[config.mk]
export PLATFORM = sky130hd
export DESIGN_NAME = packbits_row_decoder_unit_flat
export DESIGN_NICKNAME = d
export VERILOG_FILES = /design/src/pbrd_pkg.sv /design/src/pbrd_in_if.sv /design/src/pbrd_out_if.sv /design/src/packbits_row_decoder_unit.sv /design/src/flat_wrapper.sv
export SDC_FILE = /design/constraint.sdc
export NUM_CORES = 1
export LEC_CHECK = 0
export ABC_AREA = 1
export BUFFER_PORTS_ARGS = -buffer_cell sky130_fd_sc_hd__buf_4
export CAP_MARGIN = 20
export CORE_ASPECT_RATIO = 1.1
export CORE_MARGIN = 2
export CORE_UTILIZATION = 40
export DETAILED_ROUTE_END_ITERATION = 10
export SYNTH_ARGS = -nofsm -noshare
export SYNTH_HDL_FRONTEND = slang
export SYNTH_SLANG_ARGS = --single-unit
[constraint.sdc]
create_clock -name clk_i -period 8.9 [get_ports clk_i]
set_input_delay 1.335 -clock clk_i [delete_from_list [all_inputs] [get_ports clk_i]]
set_output_delay 1.335 -clock clk_i [all_outputs]
set_load 0.02 [all_outputs]
[src/pbrd_pkg.sv]
// Package for the PackBits row decoder: field widths, codes and limits.
// Depends on nothing; every other file of the block imports it.
package pbrd_pkg;

  localparam int BYTE_W      = 8;
  localparam int COUNT_W     = 8;
  localparam int ROW_WIDTH_W = 15;

  // Default upper bound for the configured row width.
  localparam int DEF_MAX_ROW_WIDTH = 16384;

  // Row width after reset.
  localparam logic [ROW_WIDTH_W-1:0] ROW_WIDTH_RESET = 15'd16384;

  // Header byte that does nothing, and the base of the repeat length.
  localparam logic [BYTE_W-1:0] NOOP_HEADER = 8'd128;
  localparam logic [BYTE_W:0]   REPEAT_BASE = 9'd257;

  // Parse phase codes.
  localparam int PHASE_W = 2;
  localparam logic [PHASE_W-1:0] PH_HEADER  = 2'd0;
  localparam logic [PHASE_W-1:0] PH_LITERAL = 2'd1;
  localparam logic [PHASE_W-1:0] PH_REPEAT  = 2'd2;

endpackage : pbrd_pkg

[src/pbrd_in_if.sv]
// Input channel of the PackBits row decoder: one compressed byte per item.
// Depends on pbrd_pkg for the field widths.
interface pbrd_in_if;
  import pbrd_pkg::*;

  logic              valid;
  logic              ready;
  logic [BYTE_W-1:0] in_byte;
  logic              row_end;

  modport source (output valid, output in_byte, output row_end, input ready);
  modport sink   (input valid, input in_byte, input row_end, output ready);

endinterface : pbrd_in_if

[src/pbrd_out_if.sv]
// Output channel of the PackBits row decoder: one decoded run or status per item.
// Depends on pbrd_pkg for the field widths.
interface pbrd_out_if;
  import pbrd_pkg::*;

  logic               valid;
  logic               ready;
  logic [BYTE_W-1:0]  out_byte;
  logic [COUNT_W-1:0] out_count;
  logic               row_done;
  logic               row_ok;

  modport source (output valid, output out_byte, output out_count, output row_done,
                  output row_ok, input ready);
  modport sink   (input valid, input out_byte, input out_count, input row_done,
                  input row_ok, output ready);

endinterface : pbrd_out_if

[src/packbits_row_decoder_unit.sv]
// Top level of the PackBits row decoder: input register, parse logic, result register.
// Depends on pbrd_pkg, pbrd_in_if and pbrd_out_if.
//
// Usage. Compressed bytes of one image row enter on in_i, one byte per item,
// with row_end set on the last byte of the row. Each item yields at most one
// item on out_o: a literal byte with out_count 1, a whole repeat run with its
// clipped count, or, on the last byte of a row, the closing item with row_done
// set and row_ok telling whether exactly the configured width came out and no
// run was cut off. Header bytes and bytes past a full row yield nothing unless
// they end the row. The row width is written through cfg_we_i/cfg_wdata_i while
// the block is idle; 0 is stored as 1 and values above MAX_ROW_WIDTH are
// clipped to it.
// Timing. An accepted item is held in the input register until it advances; the
// parse logic then updates the row state and loads the result register, so a
// result is offered from the result register once its item advances. One item
// is taken every cycle unless the receiver stalls with results in both stages.
// Reset clears all control state, the parse phase and the byte count, and sets
// the row width to 16384. When the receiver stalls, the result register holds,
// and the input register still drains items that yield no result; in_i.ready
// drops only when a result waits in both the parse stage and the result register.
module packbits_row_decoder_unit #(
  parameter int MAX_ROW_WIDTH = pbrd_pkg::DEF_MAX_ROW_WIDTH
) (
  input  logic                             clk_i,
  input  logic                             rst_ni,
  input  logic                             cfg_we_i,
  input  logic [pbrd_pkg::ROW_WIDTH_W-1:0] cfg_wdata_i,
  pbrd_in_if.sink                          in_i,
  pbrd_out_if.source                       out_o
);
  import pbrd_pkg::*;

  // Row width register with the clamp applied on write.
  logic [ROW_WIDTH_W-1:0] row_width_q;
  logic [ROW_WIDTH_W-1:0] cfg_nonzero;

  assign cfg_nonzero = (cfg_wdata_i == '0) ? ROW_WIDTH_W'(1) : cfg_wdata_i;

  always_ff @(posedge clk_i or negedge rst_ni) begin
    if (!rst_ni) begin
      row_width_q <= ROW_WIDTH_RESET;
    end else if (cfg_we_i) begin
      if (32'(cfg_nonzero) > MAX_ROW_WIDTH) begin
        row_width_q <= ROW_WIDTH_W'(MAX_ROW_WIDTH);
      end else begin
        row_width_q <= cfg_nonzero;
      end
    end
  end

  // Input register.
  logic              s1_valid_q;
  logic [BYTE_W-1:0] s1_byte_q;
  logic              s1_end_q;
  logic              s1_advance;
  logic              s1_emit;

  // The result register can take a new result when empty or being drained.
  assign s1_advance = s1_valid_q && (!s1_emit || !out_o.valid || out_o.ready);
  assign in_i.ready = !s1_valid_q || s1_advance;

  always_ff @(posedge clk_i or negedge rst_ni) begin
    if (!rst_ni) begin
      s1_valid_q <= 1'b0;
    end else if (in_i.ready) begin
      s1_valid_q <= in_i.valid;
    end
  end

  always_ff @(posedge clk_i) begin
    if (in_i.valid && in_i.ready) begin
      s1_byte_q <= in_i.in_byte;
      s1_end_q  <= in_i.row_end;
    end
  end

  // Row parse state.
  logic [PHASE_W-1:0]     phase_q, phase_d, phase_step;
  logic [COUNT_W-1:0]     lit_left_q, lit_left_d, lit_left_step;
  logic [COUNT_W-1:0]     rep_len_q, rep_len_d, rep_len_step;
  logic [ROW_WIDTH_W-1:0] written_q, written_d, written_step;
  logic [ROW_WIDTH_W-1:0] room;
  logic [BYTE_W-1:0]      res_byte;
  logic [COUNT_W-1:0]     res_count;
  logic                   res_ok;

  assign room = (row_width_q > written_q) ? (row_width_q - written_q) : '0;

  always_comb begin
    phase_step    = phase_q;
    lit_left_step = lit_left_q;
    rep_len_step  = rep_len_q;
    written_step  = written_q;
    res_byte      = '0;
    res_count     = '0;
    unique case (phase_q)
      PH_LITERAL: begin
        if (room != '0) begin
          res_byte     = s1_byte_q;
          res_count    = COUNT_W'(1);
          written_step = written_q + ROW_WIDTH_W'(1);
        end
        lit_left_step = lit_left_q - COUNT_W'(1);
        if (lit_left_step == '0) begin
          phase_step = PH_HEADER;
        end
      end
      PH_REPEAT: begin
        // The room left is clipped against a repeat length of at most 128.
        if (ROW_WIDTH_W'(rep_len_q) < room) begin
          res_count = rep_len_q;
        end else begin
          res_count = COUNT_W'(room);
        end
        res_byte     = (res_count != '0) ? s1_byte_q : '0;
        written_step = written_q + ROW_WIDTH_W'(res_count);
        rep_len_step = '0;
        phase_step   = PH_HEADER;
      end
      default: begin
        // Header position; the unused phase code behaves the same way.
        phase_step = PH_HEADER;
        if (written_q < row_width_q) begin
          if (s1_byte_q < NOOP_HEADER) begin
            lit_left_step = s1_byte_q + COUNT_W'(1);
            phase_step    = PH_LITERAL;
          end else if (s1_byte_q > NOOP_HEADER) begin
            rep_len_step = COUNT_W'(REPEAT_BASE - {1'b0, s1_byte_q});
            phase_step   = PH_REPEAT;
          end
        end
      end
    endcase
  end

  assign s1_emit = s1_end_q || (res_count != '0);
  assign res_ok  = s1_end_q && (phase_step == PH_HEADER) && (written_step == row_width_q);

  // The end of a row returns the parse state to its reset values.
  always_comb begin
    if (s1_end_q) begin
      phase_d    = PH_HEADER;
      lit_left_d = '0;
      rep_len_d  = '0;
      written_d  = '0;
    end else begin
      phase_d    = phase_step;
      lit_left_d = lit_left_step;
      rep_len_d  = rep_len_step;
      written_d  = written_step;
    end
  end

  always_ff @(posedge clk_i or negedge rst_ni) begin
    if (!rst_ni) begin
      phase_q    <= PH_HEADER;
      lit_left_q <= '0;
      rep_len_q  <= '0;
      written_q  <= '0;
    end else if (s1_advance) begin
      phase_q    <= phase_d;
      lit_left_q <= lit_left_d;
      rep_len_q  <= rep_len_d;
      written_q  <= written_d;
    end
  end

  // Result register.
  logic out_valid_q;

  always_ff @(posedge clk_i or negedge rst_ni) begin
    if (!rst_ni) begin
      out_valid_q <= 1'b0;
    end else if (s1_advance && s1_emit) begin
      out_valid_q <= 1'b1;
    end else if (out_o.ready) begin
      out_valid_q <= 1'b0;
    end
  end

  always_ff @(posedge clk_i) begin
    if (s1_advance && s1_emit) begin
      out_o.out_byte  <= res_byte;
      out_o.out_count <= res_count;
      out_o.row_done  <= s1_end_q;
      out_o.row_ok    <= res_ok;
    end
  end

  assign out_o.valid = out_valid_q;

endmodule : packbits_row_decoder_unit

[src/flat_wrapper.sv]
// flat-port wrapper written by rule: the top's interface ports become plain ports
module packbits_row_decoder_unit_flat import pbrd_pkg::*;
#(
  parameter int MAX_ROW_WIDTH = pbrd_pkg::DEF_MAX_ROW_WIDTH
)
  (clk_i, rst_ni, cfg_we_i, cfg_wdata_i, in_i_valid, in_i_in_byte, in_i_row_end, in_i_ready, out_o_valid, out_o_out_byte, out_o_out_count, out_o_row_done, out_o_row_ok, out_o_ready);
  pbrd_in_if in_i_i ();
  pbrd_out_if out_o_i ();
  input  logic clk_i;
  input  logic rst_ni;
  input  logic cfg_we_i;
  input  logic [pbrd_pkg::ROW_WIDTH_W-1:0] cfg_wdata_i;
  input wire logic [$bits(in_i_i.valid)-1:0] in_i_valid;
  input wire logic [$bits(in_i_i.in_byte)-1:0] in_i_in_byte;
  input wire logic [$bits(in_i_i.row_end)-1:0] in_i_row_end;
  output wire logic [$bits(in_i_i.ready)-1:0] in_i_ready;
  output wire logic [$bits(out_o_i.valid)-1:0] out_o_valid;
  output wire logic [$bits(out_o_i.out_byte)-1:0] out_o_out_byte;
  output wire logic [$bits(out_o_i.out_count)-1:0] out_o_out_count;
  output wire logic [$bits(out_o_i.row_done)-1:0] out_o_row_done;
  output wire logic [$bits(out_o_i.row_ok)-1:0] out_o_row_ok;
  input wire logic [$bits(out_o_i.ready)-1:0] out_o_ready;
  assign in_i_i.valid = in_i_valid;
  assign in_i_i.in_byte = in_i_in_byte;
  assign in_i_i.row_end = in_i_row_end;
  assign in_i_ready = in_i_i.ready;
  assign out_o_valid = out_o_i.valid;
  assign out_o_out_byte = out_o_i.out_byte;
  assign out_o_out_count = out_o_i.out_count;
  assign out_o_row_done = out_o_i.row_done;
  assign out_o_row_ok = out_o_i.row_ok;
  assign out_o_i.ready = out_o_ready;
  packbits_row_decoder_unit #(.MAX_ROW_WIDTH(MAX_ROW_WIDTH)) u_core (.clk_i(clk_i), .rst_ni(rst_ni), .cfg_we_i(cfg_we_i), .cfg_wdata_i(cfg_wdata_i), .in_i(in_i_i), .out_o(out_o_i));
endmodule
== After elaboration in Yosys (flattened, before gate mapping) ==
Cells that the tools add are included.

* Memories kept: 0
* Memory bits (read-only): 0
* Memory bits (writable): 0
* Register bits after elaboration: 77
* Bits in latches: 0
* Output and inout port bits: 20
* Logic and storage cells: 86
* Input port bits: 29

* Mux-type cells: 30
* Equal/unequal tests: 6
* Shift operators: 0
* Add/sub/neg operators: 6
* Bitwise operators: 0
* Multipliers: 0
* Reduce and logical (&&, ||, !) cells: 25
* $lt $le $gt $ge: 6
* Div/mod/pow operators: 0

{| class="wikitable"
|+ Operator list
! kind !! count
|-
| $mux 8 || 11
|-
| $mux 15 || 5
|-
| $pmux 8 s2 || 4
|-
| $pmux 15 s2 || 1
|-
| $reduce_bool 8->1 || 2
|-
| $add 15x1->15 const B || 1
|-
| $add 15x8->15 || 1
|-
| $eq 15x15->1 || 1
|-
| $gt 15x15->1 || 1
|-
| $gt 15x15->1 const B || 1
|-
| $logic_not 15->1 || 1
|-
| $lt 15x15->1 || 1
|-
| $lt 8x15->1 || 1
|-
| $reduce_bool 15->1 || 1
|-
| $sub 15x15->15 || 1
|-
| $reduce_bool 3->1 || 4
|-
| $mux 2 || 5
|-
| $add 8x1->8 const B || 1
|-
| $gt 8x8->1 const B || 1
|-
| $logic_not 8->1 || 1
|-
| $lt 8x8->1 const B || 1
|-
| $sub 1x8->8 const A || 1
|-
| $sub 8x1->8 const B || 1
|-
| $logic_and 1x1->1 || 5
|-
| other kinds (12) || 20
|}

== Depth between registers and ports, before layout ==
Gate-level depths: netlist of the first run.

* Depth after elaboration: 14
* Gate-level depth with buffers: 47
* Depth with buffers taken out: 45

== Least setup slack after synthesis of the first run ==
OpenSTA, ideal clock, no wires.

* Path type: reg2reg
* Start point: reg u_core.written_q[13]
* End point: reg u_core.out_o.row_ok, data pin
* Setup time: 0.251 ns
* Buffers on the path: 2
* Data required time: 8.649 ns
* Stages on the path, launching flop included: 44
* Clock period less this slack: 5.251 ns
* Slack: 3.649 ns
* Data arrival time: 5.000 ns
* Path through: dfrtp_1 > clkbuf_1 > inv_1 > ha_1 > nand2_1 > nor2_1 > and2_1 > nand2_2 > nand2_2 > nand2_4 > buf_6 > nor2_1 > inv_1 > ha_1 > a21oi_1 > nor2_1 > a211oi_1 > nand2_1 > [... 8 more ...] > inv_1 > nand3_1 > nand3_1 > a31oi_1 > nor2_1 > nor2_1 > o21ai_0 > nand2_1 > nor2_1 > nand3_1 > nand3_1 > nand3_1 > nand2_1 > nand2_1 > nand2_1 > nor2_1 > nand3_1 > nor2_1

* Cells in the longest elaborated chain, start to end: 9
* Elaborated cells between the ends (all ways): 18
* Those cells by class: add/sub: 3; order compare: 3; eq/ne: 1; mux: 7; reduce/logical: 4

{| class="wikitable"
|+ Ends and longest elaborated chain
! what !! RTL line !! text
|-
| from (decl) || packbits_row_decoder_unit.sv:81 || <nowiki>logic [ROW_WIDTH_W-1:0] written_q, written_d, written_step;</nowiki>
|-
| from (signal assigned) || packbits_row_decoder_unit.sv:164 || <nowiki>written_q <= written_d;</nowiki>
|-
| $sub 15x15->15 / $gt 15x15->1 (equally long branches) || packbits_row_decoder_unit.sv:87 || <nowiki>assign room = (row_width_q > written_q) ? (row_width_q - written_q) : '0;</nowiki>
|-
| $mux 15 || packbits_row_decoder_unit.sv:87 ||
|-
| $lt 8x15->1 || packbits_row_decoder_unit.sv:110 || <nowiki>if (ROW_WIDTH_W'(rep_len_q) < room) begin</nowiki>
|-
| $mux 8 || packbits_row_decoder_unit.sv:110 ||
|-
| $mux 8 || packbits_row_decoder_unit.sv:96 || <nowiki>unique case (phase_q)</nowiki>
|-
| $add 15x8->15 || packbits_row_decoder_unit.sv:116 || <nowiki>written_step = written_q + ROW_WIDTH_W'(res_count);</nowiki>
|-
| $pmux 15 s2 || packbits_row_decoder_unit.sv:96 ||
|-
| $eq 15x15->1 || packbits_row_decoder_unit.sv:137 || <nowiki>assign res_ok = s1_end_q && (phase_step == PH_HEADER) && (written_step == row_width_q);</nowiki>
|-
| $logic_and 1x1->1 * || packbits_row_decoder_unit.sv:137 ||
|-
| net u_core.res_ok || packbits_row_decoder_unit.sv:85 || <nowiki>logic res_ok;</nowiki>
|-
| to (signal assigned) || packbits_row_decoder_unit.sv:186 || <nowiki>out_o.row_ok <= res_ok;</nowiki>
|-
| to (decl) || pbrd_out_if.sv:14 || <nowiki>output row_ok, input ready);</nowiki>
|}

Mark *: on every way through the listed nets, which the timed path passes. The rest lies on a longest branch. The select of a mux whose other input is x is not followed.
A chain may end at the register's enable or synchronous reset.

== Worst setup path after layout of the first run ==
* Start point: reg u_core.written_q[8]
* End point: reg u_core.out_o.row_ok, data pin

Same word-level chain as after synthesis.

==> impl_metrics.ini, run 1 <==
[outcome]
status = finished, final reports clean

[worst_hold_path]
hold_end = u_core.lit_left_q[1]$_DFFE_PN0P_
min_path_type = register to register
hp-start = u_core.lit_left_q[1]$_DFFE_PN0P_
hold_depth = 2

[worst_setup_path]
worstPathArrival_ns = 6.41
cp_common_cell = nand2_1
critPathKind = register to register
critPathCaptureType = register
cp.required_ns = 9.11
crit_path_start_kind = register
path_max_fanout = 15
crit_buf_inv = 5
r2r_cells = 42
rrSetupSlack_ns = 2.70
path_delay_family = simple AND/OR/NAND/NOR gates
max_stage_delay_ns = 0.46
r2r_start = u_core.written_q[8]$_DFFE_PN0P_
crit_path_top_delay_cell = dfrtp_1
r2r_end = u_core.out_o.row_ok$_DFFE_PP_

[timing]
drv_slew = 0
setup_viol = 0
max_freq_mhz = 161
finalHoldViolations = 0
slew_headroom = 0.428
rsz0062_at_grt = false
setup_tns_ns = 0
fin_skew_ns = 0.0108
setup_slack_ns = 2.70
min_period_ns = 6.20
min_period_over_period = 0.697
tightest_slew_ns = 0.855

[synthesis]
synth_top_family_by_area = simple AND/OR/NAND/NOR gates
netlist.area_leader.share = 0.180
ys_top_cells_by_area = nand2_1 (18%), dfrtp_1 (18%), edfxtp_1 (12%), inv_1 (8.9%), nand3_1 (7.5%)
synthMuxAreaShare = 0
synthXorXnorAreaFrac = 0.0292
ys_seq_area_frac = 0.299
ys_warn_count = 0
mappedNetlistNets = 1110
yosys.area_share.simple = 0.384
synthArstFlopShare = 0.649
syn_avg_cell_area_um2 = 6.64
ys_top_cells_by_count = nand2_1 (330), inv_1 (164), nand3_1 (103), nor2_1 (75), dfrtp_1 (49)
synth_edf_count = 27
syn_inst = 1039
yosysMostFrequentCell = nand2_1
synth_seq_cells = 77
synth_compound_area_frac = 0.0990
ys.flop_type = dfrtp_1
synth_area_mm2 = 0.00690
synth.largest_area_cell = nand2_1
synth_adder_area_share = 0.0783
synth_cell_types = 46

[clock_tree]
clk_pin_slew_worst_paths_ns = 0.07
postCtsHoldBufs = 0
cts_root_buffer = clkbuf_16
clk_latency_ns = 0.35
post_cts.repair.setup_buffers = 0
h-tree-depth = 3
cts.path.max_buffers = 2
cts_made_buffers = 9
clock_sinks = 77
cts_tree = done
cts_resized = 0

[power_and_ir_drop]
power.density_mw_per_mm2 = 358
peakVddDrop_mv = 0.160
p_leak_nw = 4.08
fin_total_pwr_mw = 2.76

[global_route]
grt_max_degree = 51
overflow = 0
grt_pass1_vias = 6222
grt_usage = 0.228
antenna_found_initial = 0
grt_pass1_wl_um = 32600

[run]
max-cap-violations = 0

[drt]
viasPerCell = 5.10
drc = 0
first_iter_violations = 447
dr.pass1.iters = 5
routedWlPerCell_um = 15.5
wirelength_um = 20400
drtAntennaViolNets = 0
num_vias = 6713

[floorplan]
ios = 49
core_area_mm2 = 0.0170
std_cell_rows = 50
fp.dieH_um = 142
die_x_um = 129
initial_core_util = 0.407
die_area_mm2 = 0.0183

[placed_design]
place_ws_ns = 2.81
port_buffers = 48
dpl.hpwl_um = 15700
placed_cell_area_mm2 = 0.00743
place_congestion = 0.953
placed_cells = 1299

[cells_and_area]
fin_cells = 1315
syn2layout_area_growth_pct = 11.6
diodes = 0
nNetsFinal = 1147
drive_gt1_frac = 0.104
fin_area_mm2 = 0.00770
num-fill-cells = 1809
cell families after synthesis:
family / after synthesis
AO/OA/AOI/OAI: 108
XOR/XNOR: 23
buffers and inverters: 191
flip-flops: 77
AND/OR/NAND/NOR: 598
adder cells (fa/ha/maj): 42
per-stage QoR:
stage | hold WS, ns | utilization
2_1_floorplan | 0.442 | -
3_3_place_gp | 0.459 | 0.439
3_5_place_dp | 0.474 | 0.439
4_1_cts | 0.491 | 0.454
5_1_grt | 0.524 | 0.454
6_report | 0.486 | 0.454
layer usage:
| layer | share of wire | global-route usage |
|---|---|---|
| met3 | 0.042 | 0.0287 |
| met5 | 0 | 0 |
| met1 | 0.46 | 0.310 |
| met4 | 0.018 | 0.0601 |
| met2 | 0.48 | 0.384 |
worst reg2reg max path, delay by kind of cell (launching register included):
family,cells,cell delay (ns)
and+or+nand+nor,29,3.10
buffers and inverters,5,0.46
adders and majority gates,4,1.22
DFF,1,0.46
AOI/OAI and AO/OA,4,0.82
area by class of cell:
| type | count | area (um2) | area share |
|---|---|---|---|
| Timing Repair Buffer | 50 | 375 | 0.0487 |
| Multi-Input combinational cell | 771 | 4080 | 0.529 |
| Sequential cell | 77 | 2060 | 0.268 |
| Clock inverter | 6 | 40.0 | 0.00520 |
| Inverter | 167 | 627 | 0.0814 |
| Clock buffer | 10 | 229 | 0.0297 |
| Tap cell | 234 | 293 | 0.0380 |
sequential cells by signal (all words and copies together) (netlist names):
signal / count
u_core.s1_end_q: 1
u_core.written_q: 15
u_core.s1_valid_q: 1
u_core.out_o.row_done: 1
u_core.s1_byte_q: 8
u_core.lit_left_q: 8
u_core.out_o.out_count: 8
u_core.out_o.row_ok: 1
u_core.out_o.valid: 1
u_core.rep_len_q: 8
u_core.out_o.out_byte: 8
u_core.phase_q: 2
u_core.row_width_q: 15
worst max path at each step:
stage                                          endpoint  cells past startpoint                              from  slack, ns
after floorplan           u_core.out_o.row_ok$_DFFE_PP_                     43  u_core.written_q[13]$_DFFE_PN0P_       3.65
after global placement    u_core.out_o.row_ok$_DFFE_PP_                     43   u_core.written_q[4]$_DFFE_PN0P_       2.94
after detailed placement  u_core.out_o.row_ok$_DFFE_PP_                     42   u_core.written_q[8]$_DFFE_PN0P_       2.81
after CTS                 u_core.out_o.row_ok$_DFFE_PP_                     42   u_core.written_q[8]$_DFFE_PN0P_       2.76
after global routing      u_core.out_o.row_ok$_DFFE_PP_                     43   u_core.written_q[5]$_DFFE_PN0P_       2.00
final                     u_core.out_o.row_ok$_DFFE_PP_                     42   u_core.written_q[8]$_DFFE_PN0P_       2.70
power by group:
part	switching, mW	total [mW]	internal (mW)	leakage [nW]
clock	0.159	0.348	0.189	0.133
sequential	0.111	0.588	0.477	0.918
combinational	1.22	1.82	0.599	3.03
placed cells by master (no fill, tap or decap), drive strengths merged, types with 2 or more instances in the layout:
| cell type | instances |
|---|---|
| clkinv | 5 |
| a31oi | 3 |
| edfxtp | 27 |
| o211ai | 4 |
| o21ai | 41 |
| and2 | 8 |
| fa | 2 |
| buf | 50 |
| nor2 | 82 |
| xor2 | 16 |
| nand4 | 29 |
| nor3 | 16 |
| inv | 167 |
| nand3 | 106 |
| nor4 | 5 |
| a21oi | 33 |
| dfrtp | 49 |
| nand3b | 9 |
| clkbuf | 10 |
| nand2 | 342 |
| o32ai | 3 |
| ha | 40 |
| xnor2 | 7 |
| o22ai | 19 |
Note: power is estimated with default switching activity, not from simulation.
==> inputs of run 2 (changes only) <==
- clock period: 8.9 -> 5.7 ns (I/O delays scaled with it)
==> impl_metrics.ini, run 2 (synthesis results as in run 1) <==
[outcome]
status = finished, final reports clean

[cells_and_area]
syn2layout_area_growth_pct = 19.4
layout_common_cells = nand2_1 (329), inv_1 (153), nand3_1 (98)
num-fill-cells = 1730
layout_commonest_cell = nand2_1
top_regs = u_core.row_width_q (15), u_core.written_q (15)
final_core_utilization = 0.486
diodes = 0
nNetsFinal = 1180
drive_gt1_frac = 0.171
fin_cells = 1348
multi_input_comb_area_mm2 = 0.00433
register_area_mm2 = 0.00207

[timing]
tightest_slew_ns = 0.808
setup_slack_ns = 0.369
finalHoldViolations = 0
fin_skew_ns = 0.00836
max_freq_mhz = 188
setup_viol = 0
min_period_over_period = 0.935
slew_headroom = 0.461
min_period_ns = 5.33
setup_tns_ns = 0
drv_slew = 0

[power_and_ir_drop]
peakVddDrop_mv = 0.210
p_leak_nw = 4.27
power.density_mw_per_mm2 = 570

[worst_setup_path]
critPathCaptureType = register
critPathKind = register to register
cp.required_ns = 5.80
cp_common_cell = nand2_1
crit_path_top_delay_cell = dfrtp_2
worstPathArrival_ns = 5.43
path_max_fanout = 8
rrSetupSlack_ns = 0.37
crit_path_start_kind = register
max_stage_delay_ns = 0.41

[placed_design]
port_buffers = 48
placed_cells = 1321
place_ws_ns = 0.190
dpl.hpwl_um = 15900
place_congestion = 0.954

[global_route]
grt_pass1_wl_um = 32900
grt_usage = 0.228
antenna_found_initial = 0
grt_pass1_vias = 6418
grt_max_degree = 51
overflow = 0

[drt]
routedWlPerCell_um = 15.4
drc = 0
viasPerCell = 5.21
first_iter_violations = 455
drtAntennaViolNets = 0
num_vias = 7022
dr.pass1.iters = 8
wirelength_um = 20800

[clock_tree]
clk_pin_slew_worst_paths_ns = 0.06
cts_tree = done
clk_latency_ns = 0.34
cts.path.max_buffers = 2
h-tree-depth = 3
clock_sinks = 77
cts_root_buffer = clkbuf_16
cts_made_buffers = 9
postCtsHoldBufs = 0

[floorplan]
initial_core_util = 0.407
die_x_um = 129
fp.dieH_um = 142
die_area_mm2 = 0.0183
core_area_mm2 = 0.0170
ios = 49
std_cell_rows = 50

[worst_hold_path]
min_path_type = register to register

[run]
max-cap-violations = 0
## run 2: cell count changes in the layout (fill, tap and decap cells not counted), moves of 3 or more
cell     previous run  this run
ha_4                0        14
buf_4              50        82
nand3_1           103        98
o21ai_1             2         5
nand3_2             3         8
ha_1               40        24
dfrtp_1            49        43
o21ai_0            22        19
dfrtp_2             0         6
inv_2               2        13
inv_1             164       153
## run 2: per-layer routing
metal	vias up	track usage	wire, um
li1	3504	-	-
met2	204	0.373	9890
met1	3268	0.309	9320
met3	46	0.0305	937
met5	-	0	0
met4	0	0.0801	677
## run 2: timing repair
item                       4_1_cts  5_1_grt
setup buffers                    0       11
setup endpoints to repair        0        5
resized for setup                0       60
## run 2: where the power goes
group	total, mW	leakage (nW)	internal, mW	switching (mW)
Clock	0.592	0.143	0.343	0.249
Combinational	3.22	3.22	1.15	2.07
Sequential	0.889	0.909	0.746	0.143
Total	4.70	4.27	2.24	2.46
## run 2: path summary, 6_finish.rpt
kind / startpoint / to / cells after the start
worst min register to register: u_core.lit_left_q[7]$_DFFE_PN0P_ / u_core.lit_left_q[7]$_DFFE_PN0P_ / 2
max in group asynchronous: rst_ni / u_core.written_q[14]$_DFFE_PN0P_ / 1
worst max register to register: u_core.written_q[14]$_DFFE_PN0P_ / u_core.out_o.row_ok$_DFFE_PP_ / 36
worst min-delay path: u_core.lit_left_q[7]$_DFFE_PN0P_ / u_core.lit_left_q[7]$_DFFE_PN0P_ / 2
worst max-delay path: u_core.written_q[14]$_DFFE_PN0P_ / u_core.out_o.row_ok$_DFFE_PP_ / 36
min in group asynchronous: rst_ni / u_core.written_q[8]$_DFFE_PN0P_ / 1
## run 2: stage by stage
step	hold slack (ns)	cell area, um2	power [mW]
floorplan	0.442	6900	3.04
global placement	0.459	7600	3.85
detailed placement	0.487	7600	3.86
CTS	0.500	7900	4.47
global route	0.508	8240	5.14
finish	0.492	8240	4.70
## run 2: final cells by class
cell class | count | area share
Clock buffer | 10 | 0.0278
Clock inverter | 6 | 0.00835
Inverter | 167 | 0.0761
Multi-Input combinational cell | 771 | 0.525
Sequential cell | 77 | 0.251
Tap cell | 234 | 0.0355
Timing Repair Buffer | 83 | 0.0761
## run 2: critical path: cells and delay by family, from the launching register on
kind / cells / cell delay, ns
buffers and inverters: 5 / 0.46
AOI/OAI and AO/OA: 5 / 0.73
and+or+nand+nor: 22 / 2.32
adders and majority gates: 3 / 0.97
DFF: 1 / 0.41
xor gates and xnor gates: 1 / 0.19
==> inputs of run 3 (changes only) <==
- ABC_AREA: 1 -> not set
- HOLD_SLACK_MARGIN: not set -> 0.12
- clock period: 5.7 -> 4.73 ns (I/O delays scaled with it)
==> impl_metrics.ini, run 3 <==
[synthesis]
ys_seq_area_frac = 0.308
ys_top_cells_by_area = dfrtp_1 (18%), edfxtp_1 (12%), ha_1 (7.5%), o21ai_0 (4.6%), nand2_1 (4.1%)
synth_cell_types = 84
synthArstFlopShare = 0.649
ys_warn_count = 0
ys.flop_type = dfrtp_1
synth_seq_cells = 77
syn_avg_cell_area_um2 = 8.26
yosysMostFrequentCell = nand2_1
ys_top_cells_by_count = nand2_1 (73), nor2_1 (71), inv_1 (63), o21ai_0 (62), dfrtp_1 (49)
synth_area_mm2 = 0.00669
mappedNetlistNets = 881
synth.largest_area_cell = dfrtp_1
syn_inst = 810
netlist.area_leader.share = 0.183
synth_edf_count = 27

[power_and_ir_drop]
p_sw_frac = 0.425
power.density_mw_per_mm2 = 434
switchingPower_mw = 1.95
clockPowerShare = 0.153
peakVddDrop_mv = 0.286
p_int_mw = 2.63
p_leak_nw = 4.47
power_frac_seq = 0.208
p_comb_frac = 0.640

[timing]
slew_headroom = 0.442
min_period_over_period = 1.39
min_period_ns = 6.57
setup_slack_ns = -1.84
setup_viol = 63
drv_slew = 0
tightest_slew_ns = 0.835
finalHoldViolations = 0
max_freq_mhz = 152
fin_skew_ns = 0.00846
rsz0062_at_grt = true
hold_slack_ns = 0.405

[global_route]
grt_pass1_vias = 7505
grt_usage = 0.291
grt_max_degree = 51
antenna_found_initial = 0
grt_pass1_wl_um = 40500
overflow = 0

[worst_setup_path]
rrSetupSlack_ns = -1.84
path_max_fanout = 5
cp.required_ns = 4.95
critPathCaptureType = register
critPathKind = register to register
r2r_cells = 33
crit_path_start_kind = register
crit_path_top_delay_cell = or4_4
worstPathArrival_ns = 6.80
max_stage_delay_ns = 0.54
r2r_end = u_core.out_o.row_ok$_DFFE_PP_
r2r_start = u_core.written_q[10]$_DFFE_PN0P_

[clock_tree]
cts_root_buffer = clkbuf_16
h-tree-depth = 3
cts.path.max_buffers = 2
clk_latency_ns = 0.36
cts_tree = done
clock_sinks = 77
cts_made_buffers = 9
clk_pin_slew_worst_paths_ns = 0.07

[cells_and_area]
syn2layout_area_growth_pct = 57.6
diodes = 0
layout_common_cells = buf_4 (259), nand2_1 (61), nor2_1 (60)
layout_commonest_cell = buf_4
drive_gt1_frac = 0.466
top_regs = u_core.row_width_q (15), u_core.written_q (15)
nNetsFinal = 1145
final_core_utilization = 0.644

[outcome]
violations = setup timing
status = complete, but fails checks

[drt]
routedWlPerCell_um = 20.9
dr.pass1.iters = 5
first_iter_violations = 671
wirelength_um = 26800
drtAntennaViolNets = 0
viasPerCell = 5.98
num_vias = 7672
drc = 0

[floorplan]
std_cell_rows = 49
fp.dieH_um = 140
core_area_mm2 = 0.0164
die_area_mm2 = 0.0178
die_x_um = 127
ios = 49
initial_core_util = 0.409

[placed_design]
dpl.hpwl_um = 19400
place_ws_ns = -1.84
port_buffers = 48
place_congestion = 0.965

[worst_hold_path]
min_path_type = primary input to asynchronous set/reset pin

[run]
max-cap-violations = 0
-- run 3: cell types whose count changed after synthesis, sizes merged, moves of 14 or more --
cell    delta
clkbuf    +21
or3       +15
nand3     -78
o21ai     +28
inv      -103
xnor2     +22
mux2      +14
nand2    -269
-- run 3: power groups by stage --
| stage | combinational [mW] | sequential, mW | clock [mW] |
|---|---|---|---|
| 2_1_floorplan | 1.26 | 0.965 | 0 |
| 3_3_place_gp | 2.17 | 0.940 | 0 |
| 3_5_place_dp | 2.20 | 0.944 | 0 |
| 4_1_cts | 2.54 | 0.936 | 0.709 |
| 5_1_grt | 3.12 | 0.963 | 0.726 |
| 6_report | 2.93 | 0.952 | 0.699 |
-- run 3: logic make-up (layout without fill, tap and decap cells) --
| logic type | Yosys count | count (layout) | share of synthesized area |
|---|---|---|---|
| mux | 22 | 22 | 0.0355 |
| flops | 77 | 77 | 0.308 |
| buf+inv | 107 | 375 | 0.0621 |
| fa+ha+maj | 42 | 42 | 0.0807 |
| compound gates | 233 | 234 | 0.247 |
| simple gates | 291 | 291 | 0.217 |
| xor+xnor | 38 | 38 | 0.0497 |
-- run 3: final cells by class --
class	count	area (um2)
Fill cell	1309	5820
Multi-Input combinational cell	627	5310
Timing Repair Buffer	293	2370
Sequential cell	77	2070
Tap cell	204	255
Inverter	66	253
Clock buffer	9	225
Clock inverter	7	63.8
-- run 3: worst max-delay path, delay by kind of cell, from the launching register on --
kind | cells | cell delay, ns
AOI/OAI and AO/OA | 13 | 2.72
and+or+nand+nor | 10 | 1.83
buffers and inverters | 6 | 0.71
adders and majority gates | 3 | 0.48
DFF | 1 | 0.39
muxes | 1 | 0.30
-- run 3: worst max-delay path by stage --
stage | start | to | slack (ns) | cells after the start
after floorplan | u_core.written_q[13]$_DFFE_PN0P_ | u_core.out_o.row_ok$_DFFE_PP_ | -1.42 | 33
after global placement | u_core.written_q[8]$_DFFE_PN0P_ | u_core.out_o.row_ok$_DFFE_PP_ | -1.71 | 31
after detailed placement | u_core.written_q[13]$_DFFE_PN0P_ | u_core.out_o.row_ok$_DFFE_PP_ | -1.84 | 31
after CTS | u_core.row_width_q[0]$_DFFE_PN0P_ | u_core.out_o.row_ok$_DFFE_PP_ | -1.73 | 33
after global routing | u_core.written_q[13]$_DFFE_PN0P_ | u_core.out_o.row_ok$_DFFE_PP_ | -2.04 | 33
final | u_core.written_q[10]$_DFFE_PN0P_ | u_core.out_o.row_ok$_DFFE_PP_ | -1.84 | 33
-- run 3: what timing repair did --
action                                  in CTS  in global routing
endpoints found under the setup margin      71                 71
pin swaps                                   58                 56
hold buffers                                 0                  0
buffers inserted                            37                 19
cloned                                       2                  1
resized for setup                          106                 94
-- run 3: metrics by stage --
step / TNS [ns] / std cells / cell area, um2 / power, mW
2_1_floorplan: -6.33 / 810 / 7110 / 2.22
3_3_place_gp: -24.53 / 1217 / 9010 / 3.11
3_5_place_dp: -31.37 / 1217 / 9010 / 3.15
4_1_cts: -13.17 / 1268 / 10000 / 4.18
5_1_grt: -41.61 / 1283 / 10500 / 4.81
6_report: -29.75 / 1283 / 10500 / 4.58
-- run 3: metal layers --
layer | up-vias | GRT usage | wire length [um]
met2 | 369 | 0.501 | 13100
met5 | - | 0 | 0
met1 | 3711 | 0.378 | 11100
met3 | 70 | 0.0400 | 1650
met4 | 0 | 0.0914 | 891
li1 | 3522 | - | -
